===== src/drap_pkg.sv =====
package drap_pkg;

    localparam logic [7:0]  PTR_MASK  = 8'hC0;
    localparam logic [15:0] TYPE_A    = 16'd1;
    localparam logic [15:0] A_LENGTH  = 16'd4;
    localparam logic [15:0] QFIXED_LEN = 16'd4;
    localparam logic [3:0]  HDR_LAST  = 4'd11;
    localparam logic [3:0]  RR_LAST   = 4'd9;
    localparam logic [3:0]  ADDR_LAST = 4'd3;

    localparam logic [1:0] STATUS_IGNORED = 2'd0;
    localparam logic [1:0] STATUS_NO_ADDR = 2'd1;
    localparam logic [1:0] STATUS_FOUND   = 2'd2;

    typedef enum logic [11:0] {
        PH_HEADER = 12'h001,
        PH_QLABEL = 12'h002,
        PH_QSKIP  = 12'h004,
        PH_QPTR   = 12'h008,
        PH_QFIXED = 12'h010,
        PH_ALABEL = 12'h020,
        PH_ASKIP  = 12'h040,
        PH_APTR   = 12'h080,
        PH_AFIXED = 12'h100,
        PH_AADDR  = 12'h200,
        PH_ADATA  = 12'h400,
        PH_DONE   = 12'h800
    } t_phase;

    typedef struct packed {
        logic [7:0] data_byte;
        logic       last_byte;
    } t_in_word;

    typedef struct packed {
        logic [1:0]  status;
        logic [31:0] address;
    } t_out_word;

endpackage


===== src/dns_response_address_parser.sv =====
// DNS reply address parser.
// Input channel (i_in_valid / o_in_ready / i_in_word): one payload byte per
// word, with last_byte set on the final byte of a reply. Output channel
// (o_out_valid / i_out_ready / o_out_word): one word per reply, given for the
// final byte, carrying status and the IPv4 address in network order.
// i_cfg_we / i_cfg_wdata load the expected transaction id; write it only
// while no reply is in flight.
// Each byte is taken into an input register, parsed by the combinational
// phase logic and, on the final byte, the result is loaded into the output
// register. o_out_valid rises once the final byte has moved from the input
// register into the output register. One byte is accepted every cycle while
// no result waits on a stalled receiver, with one pass through the phase logic.
// If the receiver stalls with a result waiting, the input register still
// takes one more byte if it is empty; after that o_in_ready stays low until
// the result is taken. Synchronous reset (i_rst_n low) empties both registers,
// returns the parser to the header phase and clears the expected id to zero.
module dns_response_address_parser (
    input  logic                      i_clk,
    input  logic                      i_rst_n,
    input  logic                      i_in_valid,
    output logic                      o_in_ready,
    input  drap_pkg::t_in_word        i_in_word,
    output logic                      o_out_valid,
    input  logic                      i_out_ready,
    output drap_pkg::t_out_word       o_out_word,
    input  logic                      i_cfg_we,
    input  logic [15:0]               i_cfg_wdata
);

    logic                r_in_valid;
    drap_pkg::t_in_word  r_in_word;
    logic                r_out_valid;
    drap_pkg::t_out_word r_out_word;
    logic [15:0]         r_expected_id;

    drap_pkg::t_phase r_phase, n_phase;
    logic [3:0]  r_header_index, n_header_index;
    logic [31:0] r_id_flags, n_id_flags;
    logic [15:0] r_answers_left, n_answers_left;
    logic [15:0] r_skip_count, n_skip_count;
    logic [15:0] r_record_type, n_record_type;
    logic [15:0] r_record_length, n_record_length;
    logic [31:0] r_address, n_address;
    logic [1:0]  r_outcome, n_outcome;

    logic       advance;
    logic       consume;
    logic [7:0] b;

    assign advance     = !r_out_valid || i_out_ready;
    assign consume     = r_in_valid && advance;
    assign o_in_ready  = !r_in_valid || advance;
    assign o_out_valid = r_out_valid;
    assign o_out_word  = r_out_word;
    assign b           = r_in_word.data_byte;

    always_comb begin
        n_phase         = r_phase;
        n_header_index  = r_header_index;
        n_id_flags      = r_id_flags;
        n_answers_left  = r_answers_left;
        n_skip_count    = r_skip_count;
        n_record_type   = r_record_type;
        n_record_length = r_record_length;
        n_address       = r_address;
        n_outcome       = r_outcome;

        unique case (r_phase)
            drap_pkg::PH_HEADER: begin
                if (r_header_index < 4'd4) begin
                    n_id_flags = {r_id_flags[23:0], b};
                end else if (r_header_index == 4'd6) begin
                    n_answers_left = {b, 8'd0};
                end else if (r_header_index == 4'd7) begin
                    n_answers_left = {r_answers_left[15:8], b};
                end
                if (r_header_index >= drap_pkg::HDR_LAST) begin
                    n_header_index = '0;
                    if (n_id_flags[31:16] != r_expected_id || !n_id_flags[15]) begin
                        n_phase = drap_pkg::PH_DONE;
                    end else begin
                        n_outcome = drap_pkg::STATUS_NO_ADDR;
                        n_phase = (n_answers_left == '0) ? drap_pkg::PH_DONE
                                                          : drap_pkg::PH_QLABEL;
                    end
                end else begin
                    n_header_index = r_header_index + 4'd1;
                end
            end
            drap_pkg::PH_QLABEL, drap_pkg::PH_ALABEL: begin
                if (b == 8'd0) begin
                    if (r_phase == drap_pkg::PH_QLABEL) begin
                        n_skip_count = drap_pkg::QFIXED_LEN;
                        n_phase = drap_pkg::PH_QFIXED;
                    end else begin
                        n_header_index = '0;
                        n_phase = drap_pkg::PH_AFIXED;
                    end
                end else if ((b & drap_pkg::PTR_MASK) == drap_pkg::PTR_MASK) begin
                    n_phase = (r_phase == drap_pkg::PH_QLABEL) ? drap_pkg::PH_QPTR
                                                               : drap_pkg::PH_APTR;
                end else begin
                    n_skip_count = {8'd0, b};
                    n_phase = (r_phase == drap_pkg::PH_QLABEL) ? drap_pkg::PH_QSKIP
                                                               : drap_pkg::PH_ASKIP;
                end
            end
            drap_pkg::PH_QSKIP: begin
                n_skip_count = r_skip_count - 16'd1;
                if (n_skip_count == '0) begin
                    n_phase = drap_pkg::PH_QLABEL;
                end
            end
            drap_pkg::PH_QPTR: begin
                n_skip_count = drap_pkg::QFIXED_LEN;
                n_phase = drap_pkg::PH_QFIXED;
            end
            drap_pkg::PH_QFIXED: begin
                n_skip_count = r_skip_count - 16'd1;
                if (n_skip_count == '0) begin
                    n_phase = drap_pkg::PH_ALABEL;
                end
            end
            drap_pkg::PH_ASKIP: begin
                n_skip_count = r_skip_count - 16'd1;
                if (n_skip_count == '0) begin
                    n_phase = drap_pkg::PH_ALABEL;
                end
            end
            drap_pkg::PH_APTR: begin
                n_header_index = '0;
                n_phase = drap_pkg::PH_AFIXED;
            end
            drap_pkg::PH_AFIXED: begin
                if (r_header_index == 4'd0) begin
                    n_record_type = {b, 8'd0};
                end else if (r_header_index == 4'd1) begin
                    n_record_type = {r_record_type[15:8], b};
                end else if (r_header_index == 4'd8) begin
                    n_record_length = {b, 8'd0};
                end else if (r_header_index == 4'd9) begin
                    n_record_length = {r_record_length[15:8], b};
                end
                if (r_header_index >= drap_pkg::RR_LAST) begin
                    n_header_index = '0;
                    if (n_record_type == drap_pkg::TYPE_A &&
                        n_record_length == drap_pkg::A_LENGTH) begin
                        n_address = '0;
                        n_phase = drap_pkg::PH_AADDR;
                    end else if (n_record_length == '0) begin
                        n_answers_left = r_answers_left - 16'd1;
                        n_phase = (n_answers_left == '0) ? drap_pkg::PH_DONE
                                                          : drap_pkg::PH_ALABEL;
                    end else begin
                        n_skip_count = n_record_length;
                        n_phase = drap_pkg::PH_ADATA;
                    end
                end else begin
                    n_header_index = r_header_index + 4'd1;
                end
            end
            drap_pkg::PH_AADDR: begin
                n_address = {r_address[23:0], b};
                if (r_header_index >= drap_pkg::ADDR_LAST) begin
                    n_header_index = '0;
                    n_outcome = drap_pkg::STATUS_FOUND;
                    n_phase = drap_pkg::PH_DONE;
                end else begin
                    n_header_index = r_header_index + 4'd1;
                end
            end
            drap_pkg::PH_ADATA: begin
                n_skip_count = r_skip_count - 16'd1;
                if (n_skip_count == '0) begin
                    n_answers_left = r_answers_left - 16'd1;
                    n_phase = (n_answers_left == '0) ? drap_pkg::PH_DONE
                                                      : drap_pkg::PH_ALABEL;
                end
            end
            default: begin
                n_phase = drap_pkg::PH_DONE;
            end
        endcase
    end

    always_ff @(posedge i_clk) begin
        if (!i_rst_n) begin
            r_in_valid      <= 1'b0;
            r_out_valid     <= 1'b0;
            r_expected_id   <= '0;
            r_phase         <= drap_pkg::PH_HEADER;
            r_header_index  <= '0;
            r_id_flags      <= '0;
            r_answers_left  <= '0;
            r_skip_count    <= '0;
            r_record_type   <= '0;
            r_record_length <= '0;
            r_address       <= '0;
            r_outcome       <= '0;
        end else begin
            if (i_cfg_we) begin
                r_expected_id <= i_cfg_wdata;
            end
            if (o_in_ready) begin
                r_in_valid <= i_in_valid;
            end
            if (advance) begin
                r_out_valid <= consume && r_in_word.last_byte;
            end
            if (consume) begin
                if (r_in_word.last_byte) begin
                    r_phase         <= drap_pkg::PH_HEADER;
                    r_header_index  <= '0;
                    r_id_flags      <= '0;
                    r_answers_left  <= '0;
                    r_skip_count    <= '0;
                    r_record_type   <= '0;
                    r_record_length <= '0;
                    r_address       <= '0;
                    r_outcome       <= '0;
                end else begin
                    r_phase         <= n_phase;
                    r_header_index  <= n_header_index;
                    r_id_flags      <= n_id_flags;
                    r_answers_left  <= n_answers_left;
                    r_skip_count    <= n_skip_count;
                    r_record_type   <= n_record_type;
                    r_record_length <= n_record_length;
                    r_address       <= n_address;
                    r_outcome       <= n_outcome;
                end
            end
        end
    end

    // payload registers
    always_ff @(posedge i_clk) begin
        if (o_in_ready && i_in_valid) begin
            r_in_word <= i_in_word;
        end
        if (consume && r_in_word.last_byte) begin
            r_out_word.status  <= n_outcome;
            r_out_word.address <= (n_outcome == drap_pkg::STATUS_FOUND) ? n_address : '0;
        end
    end

    a_rose_after_last: assert property (@(posedge i_clk) disable iff (!i_rst_n)
        $rose(r_out_valid) |-> $past(r_in_valid && r_in_word.last_byte))
        else $error("result without final byte");

    a_addr_zero: assert property (@(posedge i_clk) disable iff (!i_rst_n)
        (r_out_valid && r_out_word.status != drap_pkg::STATUS_FOUND)
            |-> (r_out_word.address == '0))
        else $error("address nonzero without found status");

    a_restart: assert property (@(posedge i_clk) disable iff (!i_rst_n)
        (consume && r_in_word.last_byte)
            |=> (r_phase == drap_pkg::PH_HEADER && r_header_index == '0))
        else $error("parser not back in header phase");

    a_outcome_grows: assert property (@(posedge i_clk) disable iff (!i_rst_n)
        (consume && !r_in_word.last_byte) |=> (r_outcome >= $past(r_outcome)))
        else $error("outcome fell within a reply");

endmodule

===== config.mk =====
export PLATFORM = sky130hd
export DESIGN_NAME = dns_response_address_parser
export DESIGN_NICKNAME = d
export VERILOG_FILES = /design/src/drap_pkg.sv /design/src/dns_response_address_parser.sv
export SDC_FILE = /design/constraint.sdc
export NUM_CORES = 1
export LEC_CHECK = 0
export BUFFER_PORTS_ARGS = -buffer_cell sky130_fd_sc_hd__buf_2
export CAP_MARGIN = 20
export CORE_ASPECT_RATIO = 2
export CORE_MARGIN = 2
export CORE_UTILIZATION = 45
export DETAILED_ROUTE_END_ITERATION = 16
export PLACE_DENSITY_LB_ADDON = 0.2
export SETUP_SLACK_MARGIN = 0.5
export SYNTH_ARGS = -nofsm -noshare
export SYNTH_HDL_FRONTEND = slang
export SYNTH_SLANG_ARGS = --single-unit
export TNS_END_PERCENT = 1

===== constraint.sdc =====
create_clock -name i_clk -period 3.5 [get_ports i_clk]
set_input_delay 0.175 -clock i_clk [delete_from_list [all_inputs] [get_ports i_clk]]
set_output_delay 0.175 -clock i_clk [all_outputs]
set_load 0.01 [all_outputs]

### After elaboration in Yosys (flattened, before gate mapping)

Index checks and enable logic that the tools add are counted.

| word-level totals | value |
|---|---|
| register bits after elaboration | 207 |
| input port bits | 30 |
| output and inout bits | 36 |
| word-level logic and storage cells | 158 |

| cells by class | value |
|---|---|
| add/sub/neg operators | 3 |
| magnitude comparators | 4 |
| equality and inequality tests | 34 |
| muxes and demuxes | 68 |
| reductions and logical operators | 32 |

Operators by type and width:

| kind | number |
|---|---|
| $mux 16 | 25 |
| $mux 32 | 7 |
| $mux 12 | 13 |
| $pmux 12 s9 | 1 |
| $logic_not 16->1 | 4 |
| $pmux 16 s4 | 1 |
| $pmux 32 s2 | 1 |
| $pmux 16 s3 | 1 |
| $mux 8 | 5 |
| $sub 16x1->16 const B | 2 |
| $ne 3x3->1 const B | 10 |
| $mux 4 | 6 |
| $pmux 4 s5 | 1 |
| $eq 16x1->1 const B | 1 |
| $eq 16x3->1 const B | 1 |
| $ne 16x16->1 | 1 |
| $reduce_and 7->1 | 2 |
| $eq 12x1->1 const B | 1 |
| $eq 12x10->1 const B | 1 |
| $eq 12x11->1 const B | 1 |
| $eq 12x2->1 const B | 1 |
| $eq 12x3->1 const B | 1 |
| $eq 12x4->1 const B | 1 |
| $eq 12x5->1 const B | 1 |
| other kinds (33) | 52 |

### Logic depth before layout (Yosys ltp)

Gate-level depths: netlist of run 1.

| logic depth | value |
|---|---|
| depth in word-level cells | 12 |
| gate-level depth with buffers | 13 |
| gate-level depth less buffers | 10 |

### Worst setup path after synthesis of run 1

No wires, ideal clock.

| path | value |
|---|---|
| kind | reg-to-reg |
| start point | reg r_header_index[0] |
| end point | reg r_answers_left[12] |
| setup time | 0.070 ns |
| data arrival time | 2.791 ns |
| data required time | 3.430 ns |
| path slack | 0.638 ns |
| stages on the path, launching flop included | 13 |
| path buffers | 2 |
| clock period less this slack | 2.862 ns |
| cell sequence | dfxtp_1 inv_1 ha_1 nor2_1 or2_1 buf_2 a221o_1 nor4_4 a211oi_1 nand2b_1 buf_2 or4_1 a21oi_1 |

| between the ends | value |
|---|---|
| longest elaborated chain between the ends | 10 |
| elaborated cells on any way between the ends | 28 |
| classes of those cells | order compare: 2; eq/ne: 9; mux: 13; reduce/logical: 4 |

Ends and longest elaborated chain:

| item | RTL line | source |
|---|---|---|
| from (decl) | dns_response_address_parser.sv:37 | `logic [3:0] r_header_index, n_header_index;` |
| from (signal assigned) | dns_response_address_parser.sv:223 | `r_header_index <= n_header_index;` |
| $eq 4x4->1 | dns_response_address_parser.sv:141 | `end else if (r_header_index == 4'd9) begin` |
| $mux 8 | dns_response_address_parser.sv:141 |  |
| $mux 16 | dns_response_address_parser.sv:139 | `end else if (r_header_index == 4'd8) begin` |
| $mux 16 | dns_response_address_parser.sv:137 | `end else if (r_header_index == 4'd1) begin` |
| $mux 16 | dns_response_address_parser.sv:135 | `if (r_header_index == 4'd0) begin` |
| $mux 16 | dns_response_address_parser.sv:68 | `unique case (r_phase)` |
| $eq 16x3->1 | dns_response_address_parser.sv:147 | `n_record_length == drap_pkg::A_LENGTH) begin` |
| $logic_and 1x1->1 | dns_response_address_parser.sv:146 | `if (n_record_type == drap_pkg::TYPE_A &&` |
| $ne 3x3->1 (no source line) | -- |  |
| $reduce_and 6->1 (no source line) | -- |  |
| to (signal assigned) | dns_response_address_parser.sv:225 | `r_answers_left <= n_answers_left;` |
| to (decl) | dns_response_address_parser.sv:39 | `logic [15:0] r_answers_left, n_answers_left;` |

Several ways; a longest one is shown, not always the timed one. The select of a mux whose other input is x is not followed.
A chain may end at the register's enable or synchronous reset.

### Worst setup path in the final report of run 1

| path | value |
|---|---|
| start point | reg r_in_word, in the netlist b[1] |
| end point | reg r_skip_count[4] |

| between the ends | value |
|---|---|
| longest elaborated chain between the ends | 9 |
| elaborated cells on any way between the ends | 21 |
| classes of those cells | eq/ne: 6; mux: 11; reduce/logical: 4 |

Ends and longest elaborated chain:

| item | RTL line | source |
|---|---|---|
| from (decl) | dns_response_address_parser.sv:31 | `drap_pkg::t_in_word r_in_word;` |
| from (signal assigned) | dns_response_address_parser.sv:239 | `r_in_word <= i_in_word;` |
| $mux 8 | dns_response_address_parser.sv:141 |  |
| $mux 16 | dns_response_address_parser.sv:139 |  |
| $mux 16 | dns_response_address_parser.sv:137 |  |
| $mux 16 | dns_response_address_parser.sv:135 |  |
| $mux 16 | dns_response_address_parser.sv:68 |  |
| $eq 16x3->1 | dns_response_address_parser.sv:147 |  |
| $logic_and 1x1->1 | dns_response_address_parser.sv:146 |  |
| $ne 3x3->1 (no source line) | -- |  |
| $reduce_and 7->1 (no source line) | -- |  |
| to (signal assigned) | dns_response_address_parser.sv:226 | `r_skip_count <= n_skip_count;` |
| to (decl) | dns_response_address_parser.sv:40 | `logic [15:0] r_skip_count, n_skip_count;` |

Several ways; a longest one is shown, not always the timed one. The select of a mux whose other input is x is not followed.

==> results of run 1 <==
==> power groups by stage <==
stage                     combinational [mW]  sequential, mW  clock [mW]
after floorplan                        0.179            2.53           0
after global placement                 0.298            2.53           0
after detailed placement               0.301            2.53           0
after CTS                              0.330            2.48        2.24
after global routing                   0.362            2.48        2.33
final                                  0.339            2.48        2.20
==> flip-flops by register name, summed over array words and instances, names as in the netlist <==
| name | flops |
|---|---|
| r_record_length | 16 |
| o_out_valid | 1 |
| r_id_flags | 32 |
| r_in_valid | 1 |
| r_answers_left | 16 |
| r_skip_count | 16 |
| r_header_index | 4 |
| r_expected_id | 16 |
| r_in_word | 1 |
| r_outcome | 2 |
| r_record_type | 16 |
| o_out_word | 34 |
| r_address | 32 |
| r_phase | 12 |
| b | 8 |
==> stage by stage <==
stage | setup WS, ns | power [mW] | hold slack [ns] | cell area, um2 | cells
2_1_floorplan | 0.638 | 2.71 | 0.274 | 10500 | 1200
3_3_place_gp | 0.266 | 2.83 | 0.354 | 11400 | 1527
3_5_place_dp | 0.194 | 2.84 | 0.353 | 11400 | 1527
4_1_cts | 0.454 | 5.06 | 0.00260 | 12400 | 1591
5_1_grt | 0.397 | 5.17 | 0.0281 | 12500 | 1591
6_report | 0.458 | 5.02 | 0.0160 | 12500 | 1591
==> area by class of cell <==
| class | instances | area (um2) |
|---|---|---|
| fill | 2214 | 10600 |
| multi-input combinational | 873 | 5650 |
| sequential | 207 | 4580 |
| timing repair buffer | 162 | 1150 |
| clock buffer | 31 | 594 |
| tap | 283 | 354 |
| inverter | 30 | 113 |
| clock inverter | 5 | 62.6 |
==> logic make-up after synthesis <==
kind of cell             Yosys count
buffers and inverters            120
multiplexers                      40
AND/OR/NAND/NOR                  443
adder cells (fa/ha/maj)            9
flip-flops                       207
AO/OA/AOI/OAI                    368
XOR/XNOR                          13
==> metal layers <==
metal | vias up | wire length, um | GRT usage, %
met3 | 162 | 1860 | 3.51
met1 | 4748 | 11100 | 24.8
met5 | - | 0 | 0
met4 | 0 | 2740 | 20.3
li1 | 4689 | - | -
met2 | 426 | 17700 | 50.7
==> path summary, 6_finish.rpt <==
kind                                            startpoint                      endpoint  depth (start not counted)
worst max-delay path                        b[1]$_DFFE_PP_  r_skip_count[4]$_SDFFE_PN0P_                          8
worst min-delay path                               i_rst_n       r_phase[0]$_SDFFE_PN1P_                          2
worst max register to register              b[1]$_DFFE_PP_  r_skip_count[4]$_SDFFE_PN0P_                          8
worst min register to register  r_address[27]$_SDFFE_PN0P_    r_address[27]$_SDFFE_PN0P_                          1
==> worst max-delay path: cells and delay by family, from the launching register on <==
kind | cells | cell delay, ns
AND/OR/NAND/NOR | 4 | 1.44
AO/OA/AOI/OAI | 4 | 1.10
flip-flops | 1 | 0.38
==> cell usage after synthesis, drive strengths merged, types with 7 or more instances <==
library cell	n	area, um2
dfxtp	164	3280
nor2	163	614
a22oi	98	736
clkbuf	73	274
nand2	70	263
o21ai	63	315
a21oi	53	265
a22o	43	377
edfxtp	43	1290
mux2i	36	360
nand3	32	160
inv	29	109
nor3	26	135
nor4	24	178
nand2b	21	141
buf	17	91.3
o22ai	15	93.8
or4	13	97.6
a31oi	12	81.3
and2	12	75.1
nand4	12	75.1
or3	12	75.1
or2	10	62.6
xor2	10	87.6
ha	9	113
nand3b	9	67.6
nor2b	9	56.3
a21o	8	60.1
a32oi	8	70.1
o31ai	8	65.1
o311ai	7	61.3
==> layout by cell type, fill, tap and decap left out, drive strengths merged, types with 13 or more instances in the layout <==
master / netlist / final
nand2b: 21 / 21
nor2: 163 / 163
nor4: 24 / 24
a22oi: 98 / 98
inv: 29 / 31
o22ai: 15 / 15
buf: 17 / 134
a21oi: 53 / 53
a22o: 43 / 43
nor3: 26 / 26
mux2i: 36 / 36
nand2: 70 / 70
clkbuf: 73 / 31
nand3: 32 / 32
dlygate4sd3: 0 / 28
edfxtp: 43 / 43
dfxtp: 164 / 164
o21ai: 63 / 63
or4: 13 / 13
==> what timing repair did <==
item / 4_1_cts / 5_1_grt
endpoints found under the hold margin: 27 / 0
hold buffers: 28 / 0
pin swaps: 1 / 1
endpoints found under the setup margin: 100 / 107
gates cloned: 0 / 0
resized for setup: 14 / 21
==> impl_metrics.yaml, run 1 <==
timing:
  worst_slew_pin_slew_ns: 0.943
  relSlewSlack_pct: 36.9
  setup_violations: 0
  finalCritPeriodShare_pct: 86.9
  fmax_ghz: 0.329
  fin_worst_skew_ns: 0.0233
  rsz0062_at_grt: "true"
  drv_slew: 0
  tns_ns: 0
  fin_crit_ns: 3.04
  hold_viol: 0
yosys:
  async_flop_share_pct: 0
  synth_flop_cell: "dfxtp_1"
  synth_compound_gate_area_share_pct: 24.6
  synthSimpleGateAreaFrac_pct: 21.4
  synth_edf_count: 43
  syn_inst: 1200
  synth-seq-cells: 207
  synthMuxAreaShare_pct: 3.85
  yosysUniqueCellTypes: 82
  synth_fa_ha_area_share_pct: 1.07
  synthXorXnorAreaFrac_pct: 1.08
  synth_top_family_by_area: "compound AO/OA/AOI/OAI gates"
  syn_nets: 1239
  avgSynthCellArea_um2: 8.78
  synth_warnings: 0
  netlist_area_um2: 10500
  synth_seq_area_share_pct: 43.4
setup_path:
  crit_path_cell_trace: "or4_1 > or3_1 > a32o_1 > a211oi_2 > nand2b_2 > nor2_2 > a32oi_1 > o21ai_0"
  arrival_ns: 3.42
  crit_path_end_kind: "register"
  crit_type: "reg2reg"
  worstPathRequired_ns: 3.88
  reg2reg_slack_ns: 0.46
  cp-start-kind: "register"
  max_stage_delay_ns: 0.59
  path_max_fanout: 9
  cpMaxStageDelayCell: "or4_1"
layout:
  diodes: 0
  drive_gt1_share_pct: 17.0
  fin_util_pct: 54.1
  nets: 1333
  area_growth_pct: 18.7
floorplanning:
  core_area_um2: 23100
  die_h_um: 220
  row_count: 79
  fp.dieW_um: 112
  io_pins: 66
  initial_core_util_pct: 45.6
  die-area_um2: 24700
pwr:
  p_leak_nw: 4.71
  clkPwrFrac_pct: 43.8
  p_int_mw: 3.84
  powerDensity_nw_per_um2: 402
  pwr-share-seq_pct: 49.4
  ir_worst_vdd_mv: 0.406
  p_sw_mw: 1.19
  switching_share_pct: 23.7
  p_comb_share_pct: 6.7
placement:
  hpwlAfterDp_um: 23300
  port_buffers: 65
  gp_congestion: 0.959
clock_network:
  clk_pin_slew_ns: 0.07
  post_cts_buffers: 0
  htree_num_levels: 1
  insertion_delay_ns: 0.52
  cts_root_buf: "clkbuf_16"
  clock-sinks: 207
  clock_path_buffers: 3
  cts_tree: "done"
  cts_buffers: 20
grt:
  grt_max_degree: 77
  grt_pass1_vias: 9954
  antenna_found_initial: 0
  grtUsageTotal_pct: 26.4
  grt-ovfl-total: 0
  grt_pass1_wl_um: 52000
route:
  routedWlPerCell_um: 21.0
  antenna_left: 0
  wl_um: 33400
  first_pass_iters: 6
  num_vias: 10000
  via_per_inst: 6.30
  drc: 0
  first_iter_violations: 735
job:
  drv_cap: 0
hold_path:
  hp-class: "in2reg"
outcome:
  status: "complete, no violations"
(Power assumes the default switching activity.)
==> run 2, diff against run 1 <==
- CORE_MARGIN: 2 -> not set
- CORE_UTILIZATION: 45 -> 40
- CTS_BUF_LIST: not set -> sky130_fd_sc_hd__clkbuf_8
==> run 2 against run 1 <==
  * Core utilization is 4.2 points lower
  * Critical path depth increased by 1
  * Clock skew is essentially flat
  * Total power increased by 5.4%
  * Global-route usage decreased by 0.13 points
  * Clock-buffer cell count rose by 2
  * Wire length up 4.7%
  * Via count grew 0.54%
  * Largest power group unchanged
==> impl_metrics.yaml, run 2 (synthesis gave the netlist of run 1 again) <==
outcome:
  status: "complete, no violations"
hold_path:
  whs_path_depth: 3
  hold_start: "i_cfg_we"
  holdPathEnd: "r_expected_id[14]$_SDFFE_PN0P_"
  hp-class: "in2reg"
clock_network:
  cts_root_buf: "clkbuf_8"
  clock-sinks: 207
  cts_buffers: 31
  htree_num_levels: 1
  clock_path_buffers: 3
  clk_pin_slew_ns: 0.07
  insertion_delay_ns: 0.62
  cts_tree: "done"
route:
  first_iter_violations: 573
  num_vias: 10100
  antenna_left: 0
  via_per_inst: 6.04
  first_pass_iters: 8
  wl_um: 34900
  routedWlPerCell_um: 21.0
  drc: 0
job:
  drv_cap: 0
setup_path:
  cpMaxStageDelayCell: "or4_4"
  crit_path_end_kind: "register"
  cpLargestDelayFamily: "simple AND/OR/NAND/NOR gates"
  worstPathRequired_ns: 3.86
  reg2reg_slack_ns: 0.55
  arrival_ns: 3.32
  crit_path_cell_trace: "or4_4 > nor3_4 > nand3_1 > a2111o_1 > nor4_4 > and2b_2 > nand2b_4 > clkbuf_16 > nor2_1"
  max_stage_delay_ns: 0.59
  path_buf_inv: 1
  timing.rr.end: "o_out_word[25]$_SDFFCE_PP0P_"
  cp-start-kind: "register"
  timing.rr.start: "r_phase[11]$_SDFFE_PN0P_"
  path_max_fanout: 16
  crit_type: "reg2reg"
  r2r_cells: 9
timing:
  worst_slew_pin_slew_ns: 0.901
  fin_worst_skew_ns: 0.0230
  fin_ws_ns: 0.547
  drv_slew: 0
  hold_viol: 0
  tns_ns: 0
  fin_crit_ns: 2.95
  relSlewSlack_pct: 39.7
  finalCritPeriodShare_pct: 84.4
  rsz0062_at_grt: "true"
  setup_violations: 0
  fmax_ghz: 0.339
  holdWs_ns: 0.105
layout:
  area_growth_pct: 21.9
  nets: 1342
  diodes: 0
  layout_common_cells: "159 x nor2_1, 157 x dfxtp_1, 98 x a22oi_1, 70 x nand2_1, 65 x buf_2"
  largest_reg_flops: 34
  fin_util_pct: 49.9
  final_common_cell: "nor2_1"
  drive_gt1_share_pct: 19.1
floorplanning:
  die-area_um2: 27000
  core_area_um2: 25800
  fp.dieW_um: 117
  initial_core_util_pct: 40.9
  row_count: 83
  die_h_um: 232
  io_pins: 66
placement:
  port_buffers: 65
  hpwlAfterDp_um: 24700
  place_ws_ns: 0.263
  gp_congestion: 0.958
grt:
  grtUsageTotal_pct: 26.3
  grt-ovfl-total: 0
  grt_pass1_wl_um: 54400
  grt_pass1_vias: 10100
  grt_max_degree: 69
  antenna_found_initial: 0
pwr:
  p_leak_nw: 4.87
  ir_worst_vdd_mv: 0.352
  powerDensity_nw_per_um2: 412
[run 2: worst max-delay path by stage]
stage / start / endpoint / slack [ns] / cells after the start
floorplan: r_header_index[0]$_SDFFE_PN0P_ / r_answers_left[12]$_SDFFE_PN0P_ / 0.64 / 12
global placement: r_header_index[3]$_SDFFE_PN0P_ / o_out_word[1]$_SDFFCE_PP0P_ / 0.28 / 9
detailed placement: r_header_index[0]$_SDFFE_PN0P_ / r_answers_left[2]$_SDFFE_PN0P_ / 0.26 / 10
CTS: r_header_index[2]$_SDFFE_PN0P_ / o_out_word[5]$_SDFFCE_PP0P_ / 0.37 / 10
global route: r_phase[11]$_SDFFE_PN0P_ / o_out_word[12]$_SDFFCE_PP0P_ / 0.44 / 9
finish: r_phase[11]$_SDFFE_PN0P_ / o_out_word[25]$_SDFFCE_PP0P_ / 0.55 / 9
[run 2: area by class of cell]
class | count | area (um2)
Fill cell | 2540 | 12900
Multi-Input combinational cell | 873 | 5730
Sequential cell | 207 | 4580
Clock buffer | 33 | 454
Timing Repair Buffer | 160 | 1210
Tap cell | 340 | 425
Clock inverter | 25 | 325
Inverter | 30 | 114
[run 2: per-stage QoR]
| stage | power [mW] | area, um2 | std cells |
|---|---|---|---|
| after detailed placement | 2.84 | 11400 | 1575 |
| after global placement | 2.83 | 11400 | 1575 |
| after global routing | 5.48 | 12800 | 1668 |
| final | 5.30 | 12800 | 1668 |
| after floorplan | 2.71 | 10500 | 1200 |
| after CTS | 5.33 | 12500 | 1662 |
[run 2: power breakdown]
group	leakage (nW)	switching [mW]	internal, mW
logic	2.66	0.219	0.122
registers	1.80	0.0265	2.46
clock network	0.415	1.00	1.47
total	4.87	1.25	4.05
[run 2: timing repair]
| item | 4_1_cts | 5_1_grt |
|---|---|---|
| setup buffers | 0 | 3 |
| setup endpoints to repair | 90 | 108 |
| pin swaps | 1 | 8 |
| hold buffers | 29 | 0 |
| hold endpoints to repair | 32 | 0 |
| cloned | 0 | 3 |
| resized for setup | 6 | 52 |
[run 2: tightest hold or removal path: cells and delay by family]
kind	cells	cell delay, ns
multiplexers	1	0.17
buffers and inverters	1	0.26
AND/OR/NAND/NOR	1	0.07
[run 2: layer usage]
| metal | wire length (um) | vias to the layer above | GRT usage [%] |
|---|---|---|---|
| met2 | 19300 | 408 | 50.3 |
| met5 | 0 | - | 0 |
| met4 | 2640 | 0 | 18.1 |
| met1 | 11300 | 4806 | 24.7 |
| met3 | 1780 | 157 | 3.74 |
| li1 | - | 4708 | - |
==> run 3, diff against run 2 <==
- clock period: 3.5 -> 3.09 ns (I/O delays scaled with it)
==> run 3 against run 2 <==
  * Final cell count rose by 4.2%
  * Cell area is 3.9% higher
  * Highest routed layer unchanged
  * Critical endpoint is now r_phase[7]$_SDFFE_PN0P_
  * Largest power group unchanged
  * Clock skew rose by 0.015 ns
==> impl_metrics.yaml, run 3 (synthesis gave the netlist of run 1 again) <==
layout:
  drive_gt1_share_pct: 23.8
  multi_input_area_um2: 5870
  area_growth_pct: 26.7
  seq_area_um2: 4580
  fin_area_um2: 13300
  final_common_cell: "nor2_1"
  largest_reg_flops: 34
  n_fill_cell: 2484
  fin_cells: 1738
  fin_util_pct: 51.8
  nets: 1411
  layout_common_cells: "159 x nor2_1, 158 x dfxtp_1, 123 x buf_4, 98 x a22oi_1, 68 x nand2_1"
clock_network:
  cts_tree: "done"
  cts_root_buf: "clkbuf_8"
  cts_buffers: 31
  insertion_delay_ns: 0.63
  clk_pin_slew_ns: 0.07
  clock-sinks: 207
  clock_path_buffers: 3
  htree_num_levels: 1
timing:
  fmax_ghz: 0.351
  hold_viol: 0
  drv_slew: 0
  holdWs_ns: 0.0801
  fin_ws_ns: 0.244
  finalCritPeriodShare_pct: 92.1
  tns_ns: 0
  rsz0062_at_grt: "true"
  worst_slew_pin_slew_ns: 0.711
  fin_worst_skew_ns: 0.0381
  relSlewSlack_pct: 52.6
  fin_crit_ns: 2.85
  setup_violations: 0
floorplanning:
  row_count: 83
  fp.dieW_um: 117
  die_h_um: 232
  die-area_um2: 27000
  io_pins: 66
  initial_core_util_pct: 40.9
  core_area_um2: 25800
setup_path:
  timing.rr.start: "r_phase[9]$_SDFFE_PN0P_"
  crit_type: "reg2reg"
  cp-start-kind: "register"
  crit_path_end_kind: "register"
  path_max_fanout: 14
  max_stage_delay_ns: 0.51
  crit_path_cell_trace: "or3_1 > nor3_4 > buf_4 > a32oi_1 > o221ai_1 > a21oi_1 > o31ai_4 > buf_4 > or4_1 > a21oi_1"
  path_buf_inv: 2
  worstPathRequired_ns: 3.64
  cpMaxStageDelayCell: "dfxtp_1"
  arrival_ns: 3.39
  cpLargestDelayFamily: "compound AO/OA/AOI/OAI gates"
  startpoint: "r_phase[9]$_SDFFE_PN0P_"
  reg2reg_slack_ns: 0.24
grt:
  grt_pass1_wl_um: 54800
  use_met1_pct: 24.1
  use_met2_pct: 50.1
  top_usage_layer: "met2"
  grt_pass1_vias: 10300
  antenna_found_initial: 1
  grt_max_degree: 60
  grt-ovfl-total: 0
  grtUsageTotal_pct: 26.7
  met3_usage_pct: 4.50
placement:
  gp_congestion: 0.945
  hpwlAfterDp_um: 24800
  port_buffers: 65
  place_area_um2: 11900
  dpl.cell_count: 1622
  place_ws_ns: -0.129
pwr:
  ir_worst_vdd_mv: 0.442
  powerDensity_nw_per_um2: 419
  p_leak_nw: 5.17
  total_power_mw: 5.60
hold_path:
  hp-class: "in2reg"
  hold_start: "i_cfg_we"
route:
  via_per_inst: 5.89
  drc: 0
  wl_um: 35500
  first_iter_violations: 771
  num_vias: 10200
  antenna_left: 0
  first_pass_iters: 8
  routedWlPerCell_um: 20.4
outcome:
  status: "complete, no violations"
job:
  drv_cap: 0
run 3: changes by cell type in the layout (fill, tap and decap cells not counted), sizes merged:
cell,before,now
clkbuf,36,41
bufinv,8,1
clkinvlp,3,1
nand2b,21,24
diode,0,1
clkdlybuf4s15,0,1
clkinv,7,5
inv,37,40
buf,128,196
run 3: final timing paths:
path / to / cells past startpoint
worst min-delay path: r_expected_id[1]$_SDFFE_PN0P_ / 3
worst max register to register: r_phase[7]$_SDFFE_PN0P_ / 10
worst min register to register: r_address[24]$_SDFFE_PN0P_ / 1
worst max-delay path: r_phase[7]$_SDFFE_PN0P_ / 10
run 3: metal layers:
layer | wire length (um) | share of wire (%)
met1 | 11900 | 33
met2 | 19100 | 54
met3 | 1510 | 4.3
met4 | 3010 | 8.5
met5 | 0 | 0
run 3: report_power, final:
group          leakage [nW]  internal, mW  switching [mW]
clock network         0.383          1.27            1.10
logic                  3.00         0.164           0.259
registers              1.80          2.78          0.0286
total                  5.17          4.21            1.39
run 3: layout make-up:
class	instances	share of cell area, %
antenna	1	0.0187
clock buffer	41	4.23
clock inverter	17	0.741
inverter	30	0.872
multi-input combinational	876	44.0
sequential	207	34.3
tap	340	3.19
timing repair buffer	226	12.6
run 3: what timing repair did:
item / CTS / global route
buffers inserted: 18 / 6
hold buffers: 29 / 0
endpoints found under the hold margin: 29 / 0
cloned: 2 / 2
pin swaps: 12 / 4
setup endpoints to repair: 139 / 150
resized for setup: 48 / 22
run 3: worst min-delay path, cell delays in order:
cell and delay, ns:
buf_2 0.26, mux2i_1 0.18, nor2_1 0.07
